<file path="config.mk">
export PLATFORM = sky130hd
export DESIGN_NAME = pes_scale
export DESIGN_NICKNAME = d
export VERILOG_FILES = /design/src/rtl/pes_pkg.sv /design/src/rtl/pes_scale.sv
export SDC_FILE = /design/constraint.sdc
export NUM_CORES = 1
export LEC_CHECK = 0
export ABC_AREA = 1
export BUFFER_PORTS_ARGS = -buffer_cell sky130_fd_sc_hd__buf_4
export CAP_MARGIN = 20
export CORE_ASPECT_RATIO = 0.6
export CORE_MARGIN = 2
export CORE_UTILIZATION = 57
export DETAILED_ROUTE_END_ITERATION = 8
export PLACE_DENSITY_LB_ADDON = 0.3
export SYNTH_ARGS = -nofsm -noshare
export SYNTH_HDL_FRONTEND = slang
export SYNTH_SLANG_ARGS = --single-unit
</file>
<file path="constraint.sdc">
create_clock -name clk -period 8.64 [get_ports clk]
set_clock_uncertainty 0.05 [all_clocks]
set_input_delay 1.296 -clock clk [delete_from_list [all_inputs] [get_ports clk]]
set_output_delay 1.296 -clock clk [all_outputs]
set_load 0.1 [all_outputs]
</file>
<file path="src/rtl/pes_pkg.sv">
`default_nettype none
package pes_pkg;

  localparam int NUM_EVENTS = 32;
  localparam int MAX_READOUT = 32;
  localparam int READ_N = (NUM_EVENTS < MAX_READOUT) ? NUM_EVENTS : MAX_READOUT;
  localparam int IDX_W = (NUM_EVENTS > 1) ? $clog2(NUM_EVENTS) : 1;

  // rounding divide of the square sum, one 16-bit digit per cycle
  localparam int SQ_DIV = 1000;
  localparam int SQ_HALF = 500;
  localparam int REM_W = 10;
  localparam int DIGIT_W = 16;
  localparam int PART_W = REM_W + DIGIT_W;
  localparam int SQ_SHIFT = 36;                 // exact quotient for any PART_W-bit dividend
  localparam int RECIP_W = 27;
  localparam logic [RECIP_W-1:0] SQ_RECIP = 27'd68719477;   // ceil(2^36 / 1000)
  localparam int PROD_W = PART_W + RECIP_W;
  localparam int DIV_ITERS = 64 / DIGIT_W;
  localparam int DIV_CNT_W = $clog2(DIV_ITERS);

  localparam logic [1:0] OP_RECORD = 2'd0;
  localparam logic [1:0] OP_SOFT   = 2'd1;
  localparam logic [1:0] OP_HARD   = 2'd2;

  typedef struct packed {
    logic [31:0] success;
    logic [31:0] failure;
    logic [31:0] time_sum;
    logic [63:0] square;
  } entry_t;

  localparam int ENTRY_W = $bits(entry_t);

  typedef enum logic [2:0] {
    ST_IDLE,
    ST_REC_RD,
    ST_REC_WR,
    ST_FL_RD,
    ST_FL_CAP,
    ST_FL_DIV,
    ST_FL_OUT
  } state_t;

endpackage
`default_nettype wire

</file>
<file path="src/rtl/pes_scale.sv">
`default_nettype none
module pes_scale
  import pes_pkg::*;
(
  input  wire logic        clk,
  input  wire logic        rst,
  input  wire logic        start,
  input  wire logic [63:0] value,
  output logic             done,
  output logic      [63:0] result
);

  logic                 busy;
  logic [DIV_CNT_W-1:0] cnt;
  logic [63:0]          dvd;
  logic [63:0]          quo;
  logic [REM_W-1:0]     rem;
  logic [PART_W-1:0]    part;
  logic [PROD_W-1:0]    prod;
  logic [DIGIT_W-1:0]   qd;
  logic [PART_W-1:0]    back;
  logic [63:0]          dvd_next;
  logic [63:0]          quo_next;
  logic [REM_W-1:0]     rem_next;

  // long division by 16-bit digits; remainder and digit stay below 1000 * 2^16,
  // so the digit quotient comes from a reciprocal multiply
  always_comb begin
    part     = {rem, dvd[63 -: DIGIT_W]};
    prod     = PROD_W'(part) * PROD_W'(SQ_RECIP);
    qd       = prod[SQ_SHIFT +: DIGIT_W];
    back     = part - PART_W'(qd) * PART_W'(SQ_DIV);
    rem_next = back[REM_W-1:0];
    dvd_next = {dvd[63-DIGIT_W:0], {DIGIT_W{1'b0}}};
    quo_next = {quo[63-DIGIT_W:0], qd};
  end

  always_ff @(posedge clk) begin
    if (rst) begin
      busy <= 1'b0;
      done <= 1'b0;
      cnt  <= '0;
    end else begin
      done <= 1'b0;
      if (start) begin
        busy <= 1'b1;
        cnt  <= '0;
      end else if (busy) begin
        cnt <= cnt + 1'b1;
        if (cnt == DIV_CNT_W'(DIV_ITERS - 1)) begin
          busy <= 1'b0;
          done <= 1'b1;
        end
      end
    end
  end

  always_ff @(posedge clk) begin
    if (start) begin
      dvd <= value;
      quo <= '0;
      rem <= '0;
    end else if (busy) begin
      dvd <= dvd_next;
      quo <= quo_next;
      rem <= rem_next;
    end
  end

  // quotient cannot reach all ones, so the round-up never wraps
  assign result = quo + {63'd0, (rem >= REM_W'(SQ_HALF))};

endmodule
`default_nettype wire
</file>
# Word level (Yosys, flattened, before mapping)
# Index checks and enable logic that the tools add are counted.
# totals
reg_bits	142
latch_bits	0
ramBits	0
rom_bits	0
inputBits	67
out_inout_bits	65
wordCells	23
memories	0
# op_classes
addsub	3
n_mul	2
n_div	0
order_cmp	1
n_eq_ne	1
shift	0
mux	6
n_bitwise	1
n_reduce_logical	3
# op_table
cell	n
$mux W64	2
$add A64 B1 Y64	1
$mul A26 B27 Y52 const B	1
$mul A16 B7 Y7 const B	1
$ge A10 B9 Y1 const B	1
$sub A10 B10 Y10	1
$mux W1	4
$reduce_or A3 Y1	1
$add A2 B1 Y2 const B	1
$eq A2 B2 Y1 const B	1
$reduce_bool A2 Y1	1
$reduce_or A2 Y1	1
$not A1 Y1	1

# Logic depth before layout (Yosys ltp)
# depth
ltp_word	4
mapped_depth	51
ltp_nobuf	51

# Worst setup path before layout
# OpenSTA, ideal clock, no wires.
# synth_timing
kind	reg-to-reg
from	register dvd[63]
to	register rem[9]
setup_ps	109
arrival_time_ps	8593
t_required_ps	8481
setup_slack_ps	-112
path_stages_with_launch	50
n_path_buf	0
synth_period_minus_slack_ps	8752
path_cell_list	edfxtp_1 inv_1 ha_1 inv_1 fa_1 fa_1 inv_1 fa_1 inv_1 fa_1 fa_1 inv_1 fa_1 inv_1 ha_1 nand2_1 inv_1 nand2_1 [... 14 more ...] ha_1 a21oi_1 nand2_1 xor2_1 inv_1 nand3_1 nand2_1 inv_1 nand2_1 nand2_1 nand2_1 nand2_1 nand2_1 nand2_1 nand2_1 nand3_1 nand2_1 inv_1
# synth_between
elab_chain_cells	3
# synth_lines
element	line_no	text
start, declared	pes_scale.sv:15	logic [63:0] dvd;
start signal, assigned	pes_scale.sv:60	dvd <= value;
start signal, assigned	pes_scale.sv:64	dvd <= dvd_next;
$mul A26 B27 Y52	pes_scale.sv:30	prod = PROD_W'(part) * PROD_W'(SQ_RECIP);
named net prod[36]	pes_scale.sv:19	logic [PROD_W-1:0] prod;
$mul A16 B7 Y7	pes_scale.sv:32	back = part - PART_W'(qd) * PART_W'(SQ_DIV);
$sub A10 B10 Y10	pes_scale.sv:32	
end signal, assigned	pes_scale.sv:66	rem <= rem_next;
end, declared	pes_scale.sv:17	logic [REM_W-1:0] rem;
# The timed path passes the listed nets, and every way through them passes these cells.
# A chain may end at the register's enable or synchronous reset.

# Worst setup path after layout
# Ends and elaborated chain as after synthesis.

==> metrics.cfg <==
[timing]
report.final.slew_viol_count = 0
hold_viol = 0
rsz0062_at_grt = yes
fin_ws_ns = -0.235
clock.fmax_mhz = 113
period_minus_slack_ns = 8.88
slew_headroom = 0.417
finalCritPeriodShare = 1.03
setup_viol = 2
tightest_slew_ns = 0.867
tns_ns = -0.442

[outcome]
violations = setup timing
status = complete, but fails checks

[setup_path]
crit_fanout = 4
cp_slowest_cell = fa_1
endpoint_kind = flop
arrival_ns = 9.16
crit_path_frequent_cell = inv_2
crit_type = reg2reg
critPathMaxStageDelay_ns = 0.58
cp.required_ns = 8.92
cp-start-kind = flop

[synth]
yosysTopAreaCellShare = 0.237
synth_top_area_cell = fa_1
synth_edf_count = 64
yosysWarnings = 0
synth_area_sq_um = 18200
syn_area_per_cell_sq_um = 8.45
synth.most_common_cell = inv_1
yosysSeqAreaShare = 0.192
syn_inst = 2149
synth_async_sr_flop_share = 0
synth.distinct_cells = 44
synth_ff_type = dfxtp_1
syn_nets = 2722
synth_area_leaders = fa_1 (24%), ha_1 (20%), inv_1 (12%)
ys_ff_latch = 142
netlist_top_cells_count = inv_1 (576), nand2_1 (406), ha_1 (291)

[floorplan]
die-area_sq_um = 33400
initial_core_util = 0.581
coreArea_sq_um = 31300
die_h_microns = 142
pin_count = 132
die_x_microns = 234
rows = 50

[cts]
cts_tree = done
cts-root-buf = clkbuf_16
htreeDepth = 4
clkTransAtPathRegs_ns = 0.07
clock_path_buffers = 2
clk-insertion-delay-late_ns = 0.44
cts_num_sinks = 142
ctsHoldBuffers = 0
cts_buffers = 17

[grt]
grt_usage = 0.350
grt_max_degree = 79
overflow = 0
grtUsageMet3 = 0.156
grt_pass1_wl_microns = 85900
antenna_found_initial = 0
grt_pass1_vias = 15200
met1_usage = 0.528
met2_usage = 0.463
grt-busiest-layer = met1

[flow_run]
drv_cap = 0

[routing]
num_vias = 15500
via_per_inst = 5.36
drt_iter0_drc = 1296
wl_microns = 57300
drcViolationCount = 0
drtPass1Iterations = 5
postRouteAntennaNets = 0
wl_per_cell_microns = 19.9

[finish]
area_delta_synth_final_pct = 22.2
drive_gt1_frac = 0.207
fin_area_sq_um = 22200
fin_nets = 3028

[place]
port_buffers = 131
gp_congestion = 1.00
dpl_cell_area_sq_um = 20800
hpwl_microns = 48200

[min_path]
hold_path.class = reg2reg

-- repair_timing --
action	in CTS	in global routing
setup endpoints to repair	2	3
pin swaps	102	50
setup buffers	18	5
resized for setup	96	51
-- stage by stage --
stage | hold WS, ns | instances | setup slack, ns | utilization
floorplan | 0.391 | 2149 | 0.00454 | -
global placement | 0.401 | 2832 | -0.295 | 0.665
detailed placement | 0.408 | 2832 | -0.408 | 0.665
CTS | 0.418 | 2880 | 0.00274 | 0.702
global route | 0.463 | 2884 | -0.555 | 0.709
finish | 0.419 | 2885 | -0.235 | 0.709
-- placed cells by master, fill, tap and decap left out, types with 28 or more instances in the layout --
master / n
nand4_1: 28
a21oi_1: 47
inv_2: 34
o22ai_1: 55
dfxtp_1: 75
inv_1: 550
nor2_1: 66
xor2_1: 68
nor3_1: 29
nand2_1: 383
buf_4: 310
ha_1: 258
nand3_1: 40
o21ai_0: 34
edfxtp_1: 64
fa_1: 202
-- worst max-delay path, delay by kind of cell, from the launching register on --
kind | cells | cell delay [ns]
xor gates and xnor gates | 2 | 0.31
buffers and inverters | 13 | 0.97
adders and majority gates | 14 | 5.64
AOI/OAI and AO/OA | 2 | 0.48
DFF | 1 | 0.47
and+or+nand+nor | 10 | 0.84
-- cells by family after synthesis --
| logic type | count (synthesis) | share of synthesized area |
|---|---|---|
| adder cells (fa/ha/maj) | 506 | 0.437 |
| flip-flops | 142 | 0.192 |
| buffers and inverters | 614 | 0.127 |
| XOR/XNOR | 77 | 0.0371 |
| AO/OA/AOI/OAI | 171 | 0.0538 |
| AND/OR/NAND/NOR | 639 | 0.153 |
-- layer usage --
metal	wire [microns]	share of wire
met4	753	0.013
met3	7630	0.13
met5	0	0
met1	26400	0.46
met2	22600	0.39
-- final timing paths --
check	cells past startpoint	from	endpoint	slack [ns]
max	41	dvd[63]$_DFFE_PP_	rem[9]$_SDFFE_PP0P_	-0.24
min	2	cnt[1]$_SDFFE_PP0P_	cnt[1]$_SDFFE_PP0P_	0.42
max reg2reg	41	dvd[63]$_DFFE_PP_	rem[9]$_SDFFE_PP0P_	-0.24
min reg2reg	2	cnt[1]$_SDFFE_PP0P_	cnt[1]$_SDFFE_PP0P_	0.42
-- flip-flops by register name (all words and copies together) (netlist names) --
register	cells
cnt	2
dvd	64
quo	64
rem	10
busy	1
done	1
-- final cells by class --
cell class                      count  area [sq um]
Antenna cell                        1          2.50
Clock buffer                       17           425
Clock inverter                     15           175
Fill cell                        2464          9090
Inverter                          587          2210
Multi-Input combinational cell   1393         13000
Sequential cell                   142          3490
Tap cell                          416           520
Timing Repair Buffer              314          2370
Power is not shown: default switching activity piles up to over one toggle a cycle in this logic, so the estimate is an artifact.
