### src/rtl/pes_ram.sv
`default_nettype none
module pes_ram #(
  parameter int WIDTH = 8,
  parameter int DEPTH = 16
) (
  input  wire logic                             clk,
  input  wire logic                             we,
  input  wire logic [$clog2(DEPTH > 1 ? DEPTH : 2)-1:0] waddr,
  input  wire logic [WIDTH-1:0]                 wdata,
  input  wire logic [$clog2(DEPTH > 1 ? DEPTH : 2)-1:0] raddr,
  output logic      [WIDTH-1:0]                 rdata
);

  logic [WIDTH-1:0] mem [DEPTH];

  always_ff @(posedge clk) begin
    if (we) begin
      mem[waddr] <= wdata;
    end
    rdata <= mem[raddr];
  end

endmodule
`default_nettype wire

### config.mk
export PLATFORM = sky130hd
export DESIGN_NAME = pes_ram
export DESIGN_NICKNAME = d
export VERILOG_FILES = /design/src/rtl/pes_ram.sv
export SDC_FILE = /design/constraint.sdc
export NUM_CORES = 1
export LEC_CHECK = 0
export BUFFER_PORTS_ARGS = -buffer_cell sky130_fd_sc_hd__clkbuf_2
export CAP_MARGIN = 20
export CORE_ASPECT_RATIO = 2
export CORE_UTILIZATION = 51
export DETAILED_ROUTE_END_ITERATION = 7
export PLACE_DENSITY = 0.68
export SLEW_MARGIN = 25
export SYNTH_ARGS = -nofsm -noshare
export SYNTH_HDL_FRONTEND = slang
export SYNTH_SLANG_ARGS = --single-unit
export TNS_END_PERCENT = 30
### constraint.sdc
create_clock -name clk -period 2.3 [get_ports clk]
set_input_delay 0.115 -clock clk [delete_from_list [all_inputs] [get_ports clk]]
set_output_delay 0.115 -clock clk [all_outputs]
set_load 0.01 [all_outputs]
Word level (Yosys, flattened, before mapping)
Memories as Yosys holds them, arrays and structs flattened. A register that Yosys moved wholly into a read port is not among the register bits.
Index checks and enable logic that the tools add are counted.
Storage, ports and cells
  bits in registers: 0
  memory bits (writable): 128
  output and inout port bits: 8
  logic and storage cells: 3
  memories kept: 1
Operators by class
  mux-type cells: 2
Memories
  mem: words 16, width 8, rd ports 1, clocked after memory_dff 1, write ports 1, line 14  | logic [WIDTH-1:0] mem [DEPTH];
Operators with widths (count)
  1-bit 2-to-1 mux: 2

Longest topological paths before layout
Gate-level depths: netlist of the first run.
  depth after elaboration: 2
  mapped depth: 5
  depth with buffers taken out: 3

Least setup slack after synthesis of the first run
No wires, ideal clock.
  kind: input port to flip-flop
  start: in waddr[2] in the netlist's numbering
  end: mem mem[0][0], enable pin
  setup time: 0.383 ns
  arrival time: 1.225 ns
  data required time: 1.917 ns
  path slack: 0.692 ns
  stages: 2
  buffers on the path: 0
  cells stage by stage: or3b_2 -> nor3_1
RTL lines
  start, declared: line 8  | input wire logic [$clog2(DEPTH > 1 ? DEPTH : 2)-1:0] waddr,
  end, declared: line 14
No word-level cell before the write port.

==> results.md, run 1 <==
- Vias: 2327
- Cell taking the most area after synthesis: edfxtp_1
- Core Area: 9763 µm²
- Tightest Hold Check Type: primary input to flip-flop
- Clock-pin slew on the worst setup and hold paths: 0.05 ns
- Final setup margin: 0.9709 ns
- Internal power: 4.671 mW
- PwrDens: 942.0 nW/µm²
- Synth unique cells: 19
- First-pass GRT wire length: 14.43 mm
- Synthesized-area fraction occupied by adder cells: 0%
- IO Port Bufs: 25
- Die Span Y: 144.1 µm
- Share of layout cells above drive strength 1: 29.01%
- Critical Path RT: 2.58 ns
- Final #Nets: 298
- Reg area: 4004 µm²
- Root Driver: clkbuf_16
- Fmax: 752.4 MHz
- Final Max Slew Viols: 0
- Outcome: finished, final reports clean
- Mapped Cells: 229
- CTS Buffer Depth: 2
- Max-slew headroom: 54.08%
- Mean post-synth cell area: 22.48 µm²
- Startpoint types: flip-flop
- Max FO, Critical Path: 1
- Via density: 5.475
- Vias in the first global route: 2525
- Top Ports: 26
- Worst Max-Slew Pin Slew: 0.6863 ns
- Die ar.: 10520 µm²
- Drt wl/cell: 21.88 µm
- Dpl ws: 0.6384 ns
- CTS H-tree lvls: 4
- Final core utilization: 62.45%
- Initial Util: 52.72%
- CTS tree: done
- Total CTS buffers: 17
- Chip width: 73.04 µm
- Sequential share of power: 48.5%
- Maximum vdd drop: 0.0005926 V
- Top cell type's share of synthesized area: 74.67%
- Post-Route Skew: 0.01892 ns
- Clock Sinks: 136
- Xor/xnor share of the synthesized area: 0%
- CP arrival: 1.61 ns
- Multi-input gate area: 1057 µm²
- Ys Warns: 0
- PostCTS Resize Cnt: 0
- Worst setup path class: flip-flop to flip-flop
- Leading post-synthesis cells by cell area: edfxtp_1 75%, mux4_2 7.9%, mux4_1 7.1%
- Pin count of the biggest net entering global routing: 33
- Sw Share: 18.68%
- R2R Setup Slk: 0.97 ns
- Skew-Pair Late Insertion Delay: 0.41 ns
- Tcrit/Tclk final: 57.79%
- Setup bufs post-CTS: 0
- Post-synthesis mux area share: 15.02%
- DR pass1 iterations: 5
- Antenna Cells: 0
- DRC: 0
- Fillers: 663
- Final WL: 9.299 mm
- Largest family of logic cells by synthesized area: multiplexers
- Cell leakage power: 2.083 nW
- Sequential-to-total area share from yosys stat: 77.78%
- Seq cells post-synth: 136
- Post-Syn Area: 5147 µm²
- Max_cap viols: 0
- Post-route ant nets: 0
- Synth Area in Simple Gates: 3.184%
- Switching power: 1.073 mW
- Grt total ovfl: 0
- Cts hold-fix bufs: 0
- Combinational share of power: 4.4%
- Fin crit period: 1.329 ns
- Syn_nets: 247
- Final HPWL DP: 6.139 mm
- Clock power frac: 47.1%
- Endpoint type of the worst setup path: flip-flop
- Initial antenna violation count: 0
- Cells after DPL: 393
- Area Growth Syn to Fin: 18.45%
- Initial DRC count: 264
- Cell Rows: 51
- Routability-driven placement congestion ratio: 0.7268
- Final Non-Filler Cells: 425
- Synth Area in Compound Gates: 2.333%
- Final-report setup violation count: 0
- Setup TNS: 0 ns
- Final-report hold violation count: 0
- Total track usage: 20.51%
- RSZ-0062 raised after global routing: false
final timing paths:
check,startpoint,endpoint,depth (start not counted)
hold / removal,wdata[7],mem[7][7]$_DFFE_PP_,1
setup / recovery,mem[9][4]$_DFFE_PP_,rdata[4]$_DFF_P_,3
setup reg to reg,mem[9][4]$_DFFE_PP_,rdata[4]$_DFF_P_,3
hold reg to reg,mem[15][3]$_DFFE_PP_,rdata[3]$_DFF_P_,3
registers in the layout, summed over array words and instances (netlist names):
signal,count
mem,128
rdata,8
through the flow:
step | total power, mW | cell area, µm² | hold WS (ns)
floorplan | 2.983 | 5147 | 0.2139
global placement | 3.090 | 5504 | 0.5049
detailed placement | 3.096 | 5504 | 0.5031
CTS | 5.788 | 6097 | 0.1307
global route | 5.909 | 6097 | 0.1537
finish | 5.744 | 6097 | 0.1377
cell usage after synthesis:
cell and n:
nand2_1 9, and2_1 1, clkdlybuf4s25_2 3, buf_4 1
nor2_1 13, or3b_2 1, nor2b_1 1, edfxtp_1 128
and2b_1 1, mux4_2 18, nand2b_1 2, nand3_1 1
dfxtp_1 8, mux4_1 14, buf_2 3, a22oi_1 16
nor3_1 4, nand3b_1 2, buf_6 3
power groups by stage:
stage | Combinational, mW | Clock, mW | Sequential, mW
floorplan | 0.141 | 0 | 2.84
detailed placement | 0.259 | 0 | 2.84
global placement | 0.255 | 0 | 2.84
finish | 0.254 | 2.70 | 2.79
global route | 0.279 | 2.84 | 2.79
CTS | 0.260 | 2.74 | 2.79
layer usage:
layer	vias to the layer above	global-route usage [%]	share of wire [%]
met5	-	0	0
met4	0	10.63	2.4
met3	13	4.948	3.7
met2	69	35.58	57
met1	1165	22.96	37
li1	1080	-	-
cell usage in the layout, fill, tap and decap left out, drive strengths merged:
cell and instances:
buf 17, nor2b 1, nor3 4, or3b 1, clkinvlp 1, clkinv 7, edfxtp 128, mux4 32
clkbuf 45, nand3 1, bufinv 4, nand3b 2, nand2b 2, nand2 9, nor2 13, and2 1
and2b 1, dfxtp 8, a22oi 16
cell families (layout without fill, tap and decap cells):
group           count (synthesis)  in the layout
compound gates                 16             16
buf+inv                        10             74
flops                         136            136
mux                            32             32
simple gates                   35             35
critical path: stages (launching register included):
cell      delay (ns)
edfxtp_1        0.36
mux4_1          0.54
a22oi_1         0.22
nand2_1         0.08
final cells by class:
type	count	share of cell area, %
clock buffers	20	7.162
clock inverters	12	2.565
multi-input cells	83	17.34
flip-flops and latches	136	65.67
well taps	132	2.709
repair buffers	42	4.556
(Power assumes the default switching activity.)
==> run 2: changes to the inputs <==
--- a/config.mk
+++ b/config.mk
@@ -10,7 +10,7 @@
 export CORE_ASPECT_RATIO = 2
 export CORE_UTILIZATION = 51
 export DETAILED_ROUTE_END_ITERATION = 7
-export PLACE_DENSITY = 0.68
+export PLACE_DENSITY = 0.71
 export SLEW_MARGIN = 25
 export SYNTH_ARGS = -nofsm -noshare
 export SYNTH_HDL_FRONTEND = slang
==> constraint.sdc (replaced) <==
create_clock -name clk -period 1.2 [get_ports clk]
set_input_delay 0.06 -clock clk [delete_from_list [all_inputs] [get_ports clk]]
set_output_delay 0.06 -clock clk [all_outputs]
set_load 0.01 [all_outputs]
==> run 2 against run 1 <==
The flow now finishes with violations (setup timing). Critical path depth did not move. Non-clock buffer count grew 14. Sequential power up 92%. Combinational power increased by 120%. Power rose by 85%. Worst hold slack got worse by 0.072 ns. Wire length increased by 6.6%.
==> results.md, run 2 (same netlist as run 1, synthesis figures left out) <==
- Grt total ovfl: 0
- Maximum vdd drop: 0.001363 V
- Switching power: 2.086 mW
- Hold endpoint: mem[4][3]$_DFFE_PP_
- Top Ports: 26
- Dpl ws: -0.2587 ns
- IO Port Bufs: 25
- Endpoint type of the worst setup path: flip-flop
- Antenna Cells: 0
- Max FO, Critical Path: 1
- Startpoint types: flip-flop
- Root Driver: clkbuf_16
- Final #Nets: 312
- Worst Max-Slew Pin Slew: 0.9554 ns
- DR pass1 iterations: 4
- Pin count of the biggest net entering global routing: 18
- Max-slew headroom: 36.07%
- Top Registers: mem: 128 flops, rdata: 8 flops
- Failing checks: setup timing
- Clock Sinks: 136
- Drt wl/cell: 22.68 µm
- Total CTS buffers: 17
- CTS tree: done
- Vias: 2451
- Outcome: finished, violations left
- R2R Path End: rdata[7]$_DFF_P_
- RSZ-0062 raised after global routing: true
- Max reg flops: 128
- Clock-pin slew on the worst setup and hold paths: 0.06 ns
- Post-Route Skew: 0.01113 ns
- Clock power frac: 44.5%
- Post-route ant nets: 0
- Skew-Pair Late Insertion Delay: 0.41 ns
- Final HPWL DP: 6.613 mm
- Most frequent cells in the layout: 128 x edfxtp_1, 32 x mux4_2, 27 x buf_4
- CTS H-tree lvls: 4
- Initial DRC count: 196
- First-pass GRT wire length: 15.52 mm
- R2R Setup Slk: -0.06 ns
- Via density: 5.609
- Chip width: 73.04 µm
- DRC: 0
- Core Area: 9763 µm²
- Initial Util: 52.72%
- Final core utilization: 63.32%
- Fin crit period: 1.257 ns
- Die Span Y: 144.1 µm
- Final-report hold violation count: 0
- Final setup margin: -0.05713 ns
- Vias in the first global route: 2609
- Max_cap viols: 0
- CTS Buffer Depth: 2
- Top reg by flops: mem
- Initial antenna violation count: 0
- Final-report setup violation count: 7
- R2r worst-path depth: 3
- Setup bufs post-CTS: 0
- Power consumption: 10.64 mW
- Sw Share: 19.61%
- Area Growth Syn to Fin: 20.10%
- Final WL: 9.912 mm
- Critical Path RT: 1.49 ns
- Die ar.: 10520 µm²
- Hold path cells: 1
- Share of layout cells above drive strength 1: 41.64%
- Internal power: 8.552 mW
- Sequential share of power: 50.3%
- Final Max Slew Viols: 0
- PwrDens: 1721 nW/µm²
- Routability-driven placement congestion ratio: 0.7716
- Crit Reg-Reg Startpoint: mem[3][7]$_DFFE_PP_
- Tcrit/Tclk final: 104.8%
- Fmax: 795.5 MHz
- Cell leakage power: 2.089 nW
- Cell Rows: 51
- Tightest Hold Check Type: primary input to flip-flop
- CP arrival: 1.55 ns
- Total track usage: 22.08%
- Combinational share of power: 5.3%
- Commonest non-fill, non-tap cell in the layout: edfxtp_1
- Min-delay src: wdata[3]
- Hold Slack: 0.06616 ns
- Worst setup path class: flip-flop to flip-flop
[run 2: final cells by class]
cell class | instances | area, µm²
Sequential cell | 136 | 4004
Fill cell | 666 | 3581
Multi-Input combinational cell | 83 | 1065
Clock buffer | 18 | 429.2
Timing Repair Buffer | 56 | 407.9
Tap cell | 132 | 165.2
Clock inverter | 12 | 111.4
[run 2: critical path, stage by stage (launching register included)]
cell and delay [ns]:
edfxtp_1 0.37, mux4_2 0.50, a22oi_2 0.19, nand2_1 0.08
[run 2: what timing repair did]
action | 4_1_cts | 5_1_grt
hold endpoints to repair | 0 | 0
setup endpoints to repair | 8 | 8
gates cloned | 0 | 0
hold buffers | 0 | 0
pin swaps | 13 | 2
resized for setup | 23 | 2
[run 2: worst max path at each step]
stage,start,end,slack [ns],cells after the start
final,mem[3][7]$_DFFE_PP_,rdata[7]$_DFF_P_,-0.06,3
after global routing,mem[3][0]$_DFFE_PP_,rdata[0]$_DFF_P_,-0.08,3
after CTS,mem[3][1]$_DFFE_PP_,rdata[1]$_DFF_P_,-0.07,3
after detailed placement,raddr[0],rdata[0]$_DFF_P_,-0.26,5
after global placement,raddr[0],rdata[1]$_DFF_P_,-0.22,5
after floorplan,waddr[2],mem[3][0]$_DFFE_PP_,-0.13,2
[run 2: stage by stage]
step / TNS [ns] / instance area, µm² / cells
after floorplan: -4.746 / 5152 / 229
after global placement: -6.088 / 5639 / 407
after detailed placement: -7.265 / 5639 / 407
after CTS: -0.3012 / 6172 / 437
after global routing: -0.5429 / 6182 / 437
final: -0.2383 / 6182 / 437
[run 2: metal layers]
metal	vias up	GRT usage [%]	share of wire (%)
met3	18	6.202	4.2
met4	0	8.772	2.6
met2	92	37.91	57
met5	-	0	0
met1	1253	25.78	36
li1	1088	-	-
[run 2: power groups by stage]
stage               clock, mW  sequential, mW  combinational (mW)
finish                   4.73            5.35               0.560
floorplan                   0            5.45               0.270
global route             4.98            5.36               0.607
CTS                      4.80            5.35               0.566
detailed placement          0            5.44               0.532
global placement            0            5.43               0.518
==> run 3: changes to the inputs <==
--- a/config.mk
+++ b/config.mk
@@ -5,6 +5,7 @@
 export SDC_FILE = /design/constraint.sdc
 export NUM_CORES = 1
 export LEC_CHECK = 0
+export ABC_AREA = 1
 export BUFFER_PORTS_ARGS = -buffer_cell sky130_fd_sc_hd__clkbuf_2
 export CAP_MARGIN = 20
 export CORE_ASPECT_RATIO = 2
==> run 3 against run 2 <==
Cell area increased by 9.1%. Core utilization decreased by 1.7 points. Critical path type unchanged. Global-route usage increased by 3.3 points. Worst hold slack got worse by 0.046 ns. Power increased by 9.2%. The flow now finishes without violations.
==> results.md, run 3 <==
- Outcome: finished, final reports clean
- Max_cap viols: 0
- Top cell type's share of synthesized area: 66.65%
- CTS Buffer Depth: 2
- Total CTS buffers: 17
- Leading post-synthesis cells by cell area: edfxtp_1 67%, nand2_1 11%, nand3_1 8.4%
- R2R Setup Slk: 0.18 ns
- Top Ports: 26
- Worst Max-Slew Pin Slew: 0.5727 ns
- Combinational share of power: 5.8%
- Max FO, Critical Path: 1
- Grt total ovfl: 0
- R2r worst-path depth: 6
- Routability-driven placement congestion ratio: 0.9420
- Cell leakage power: 2.960 nW
- Clock Sinks: 136
- Seq cells post-synth: 136
- R2R Path End: rdata[6]$_DFF_P_
- Most frequent cell after synthesis: nand2_1
- Final core utilization: 61.63%
- IO Port Bufs: 25
- PostCTS Resize Cnt: 0
- Total track usage: 25.37%
- Most frequent cells after synthesis: 173 x nand2_1, 128 x edfxtp_1, 100 x inv_1
- Fmax: 980.9 MHz
- Drt wl/cell: 18.14 µm
- Cts hold-fix bufs: 0
- Final WL: 13.55 mm
- Area Growth Syn to Fin: 16.97%
- Most frequent cells in the layout: 173 x nand2_1, 128 x edfxtp_1, 100 x inv_1
- Maximum vdd drop: 0.001505 V
- DR pass1 iterations: 8
- Commonest non-fill, non-tap cell in the layout: nand2_1
- Final-report hold violation count: 0
- Final-report setup violation count: 0
- CP arrival: 1.33 ns
- Min-delay src: raddr[3]
- Die ar.: 11760 µm²
- CTS tree: done
- RSZ-0062 raised after global routing: false
- Syn_nets: 569
- PwrDens: 1722 nW/µm²
- Crit Reg-Reg Startpoint: mem[1][6]$_DFFE_PP_
- Vias in the first global route: 3939
- Post-Route Skew: 0.008348 ns
- Max reg flops: 128
- Initial DRC count: 250
- Cell taking the most area after synthesis: edfxtp_1
- Skew-Pair Late Insertion Delay: 0.42 ns
- Synth unique cells: 12
- Die Span Y: 152.4 µm
- Fin crit period: 1.020 ns
- Sequential share of power: 46.1%
- Final #Nets: 612
- Vias: 3916
- Max-slew headroom: 61.77%
- Critical Path RT: 1.51 ns
- Async S/R FF share, synth: 0%
- Fillers: 902
- First-pass GRT wire length: 21.15 mm
- CTS H-tree lvls: 4
- Share of layout cells above drive strength 1: 12.85%
- Post-Syn Area: 5767 µm²
- Multi-input gate area: 1214 µm²
- Top reg by flops: mem
- Mapped Cells: 551
- Pin count of the biggest net entering global routing: 59
- Clock power frac: 48.1%
- Switching power: 2.420 mW
- Setup TNS: 0 ns
- Final HPWL DP: 8.750 mm
- Sw Share: 20.83%
- Synth Flop Type: edfxtp_1
- Mean post-synth cell area: 10.47 µm²
- Cell Rows: 54
- Sequential-to-total area share from yosys stat: 69.43%
- Tcrit/Tclk final: 84.96%
- Final Max Slew Viols: 0
- Endpoint type of the worst setup path: flip-flop
- Tightest Hold Check Type: primary input to flip-flop
- Internal power: 9.198 mW
- Post-route ant nets: 0
- Core Area: 10950 µm²
- DRC: 0
- Worst setup path class: flip-flop to flip-flop
- Antenna Cells: 0
- Ys Warns: 0
- Top Registers: mem: 128 flops, rdata: 8 flops
- Hold path cells: 3
- Root Driver: clkbuf_16
- Initial antenna violation count: 0
- Via density: 5.242
- Clock-pin slew on the worst setup and hold paths: 0.06 ns
- Initial Util: 52.69%
- Startpoint types: flip-flop
- Reg area: 4004 µm²
- Post-synth EDFFs: 128
- Hold endpoint: rdata[0]$_DFF_P_
- Setup bufs post-CTS: 0
- Chip width: 77.19 µm
-- run 3: metal layers --
metal,share of wire (%),vias to the layer above,track usage (%)
li1,-,1860,-
met1,35,1870,26.21
met2,56,143,45.76
met3,5.0,43,5.269
met4,4.5,0,15.45
met5,0,-,0
-- run 3: final cells by class --
| class | instances | area share, % |
|---|---|---|
| Clock buffer | 20 | 6.474 |
| Tap cell | 140 | 2.597 |
| Timing Repair Buffer | 48 | 4.971 |
| Sequential cell | 136 | 59.36 |
| Multi-Input combinational cell | 289 | 17.99 |
| Clock inverter | 12 | 2.931 |
| Inverter | 102 | 5.676 |
-- run 3: critical path, cell delays in order (launching register included) --
cell      delay, ns
edfxtp_1       0.37
inv_1          0.06
nand2_1        0.05
nand3_1        0.11
nand3_1        0.15
nand3_1        0.11
nand2_1        0.06
-- run 3: per-stage QoR --
step / hold WS, ns / std cells / instance area, µm² / setup WS (ns) / total power, mW
after global placement: 0.4532 / 715 / 6111 / 0.06411 / 6.110
after CTS: 0.008669 / 747 / 6745 / 0.1692 / 11.68
after floorplan: 0.1589 / 551 / 5767 / 0.1892 / 5.825
final: 0.02026 / 747 / 6745 / 0.1805 / 11.62
after global routing: 0.03013 / 747 / 6745 / 0.1043 / 11.96
after detailed placement: 0.4466 / 715 / 6111 / 0.04888 / 6.127
-- run 3: worst max path at each step --
stage | endpoint | from | cells after the start
after floorplan | mem[10][0]$_DFFE_PP_ | waddr[2] | 2
after global placement | rdata[5]$_DFF_P_ | raddr[0] | 7
after detailed placement | rdata[6]$_DFF_P_ | raddr[1] | 6
after CTS | rdata[5]$_DFF_P_ | mem[7][5]$_DFFE_PP_ | 6
after global routing | rdata[5]$_DFF_P_ | mem[7][5]$_DFFE_PP_ | 6
final | rdata[6]$_DFF_P_ | mem[1][6]$_DFFE_PP_ | 6
-- run 3: logic make-up (layout without fill, tap and decap cells) --
group                  after synthesis  in the layout  share of synthesized area (%)
buffers and inverters              126            182                          9.525
DFF                                136            136                          69.43
and+or+nand+nor                    289            289                          21.05
-- run 3: power groups by stage --
stage / Sequential, mW / Combinational (mW) / Clock (mW)
2_1_floorplan: 5.45 / 0.375 / 0
3_3_place_gp: 5.44 / 0.665 / 0
3_5_place_dp: 5.45 / 0.678 / 0
4_1_cts: 5.35 / 0.685 / 5.65
5_1_grt: 5.36 / 0.748 / 5.86
6_report: 5.35 / 0.678 / 5.59
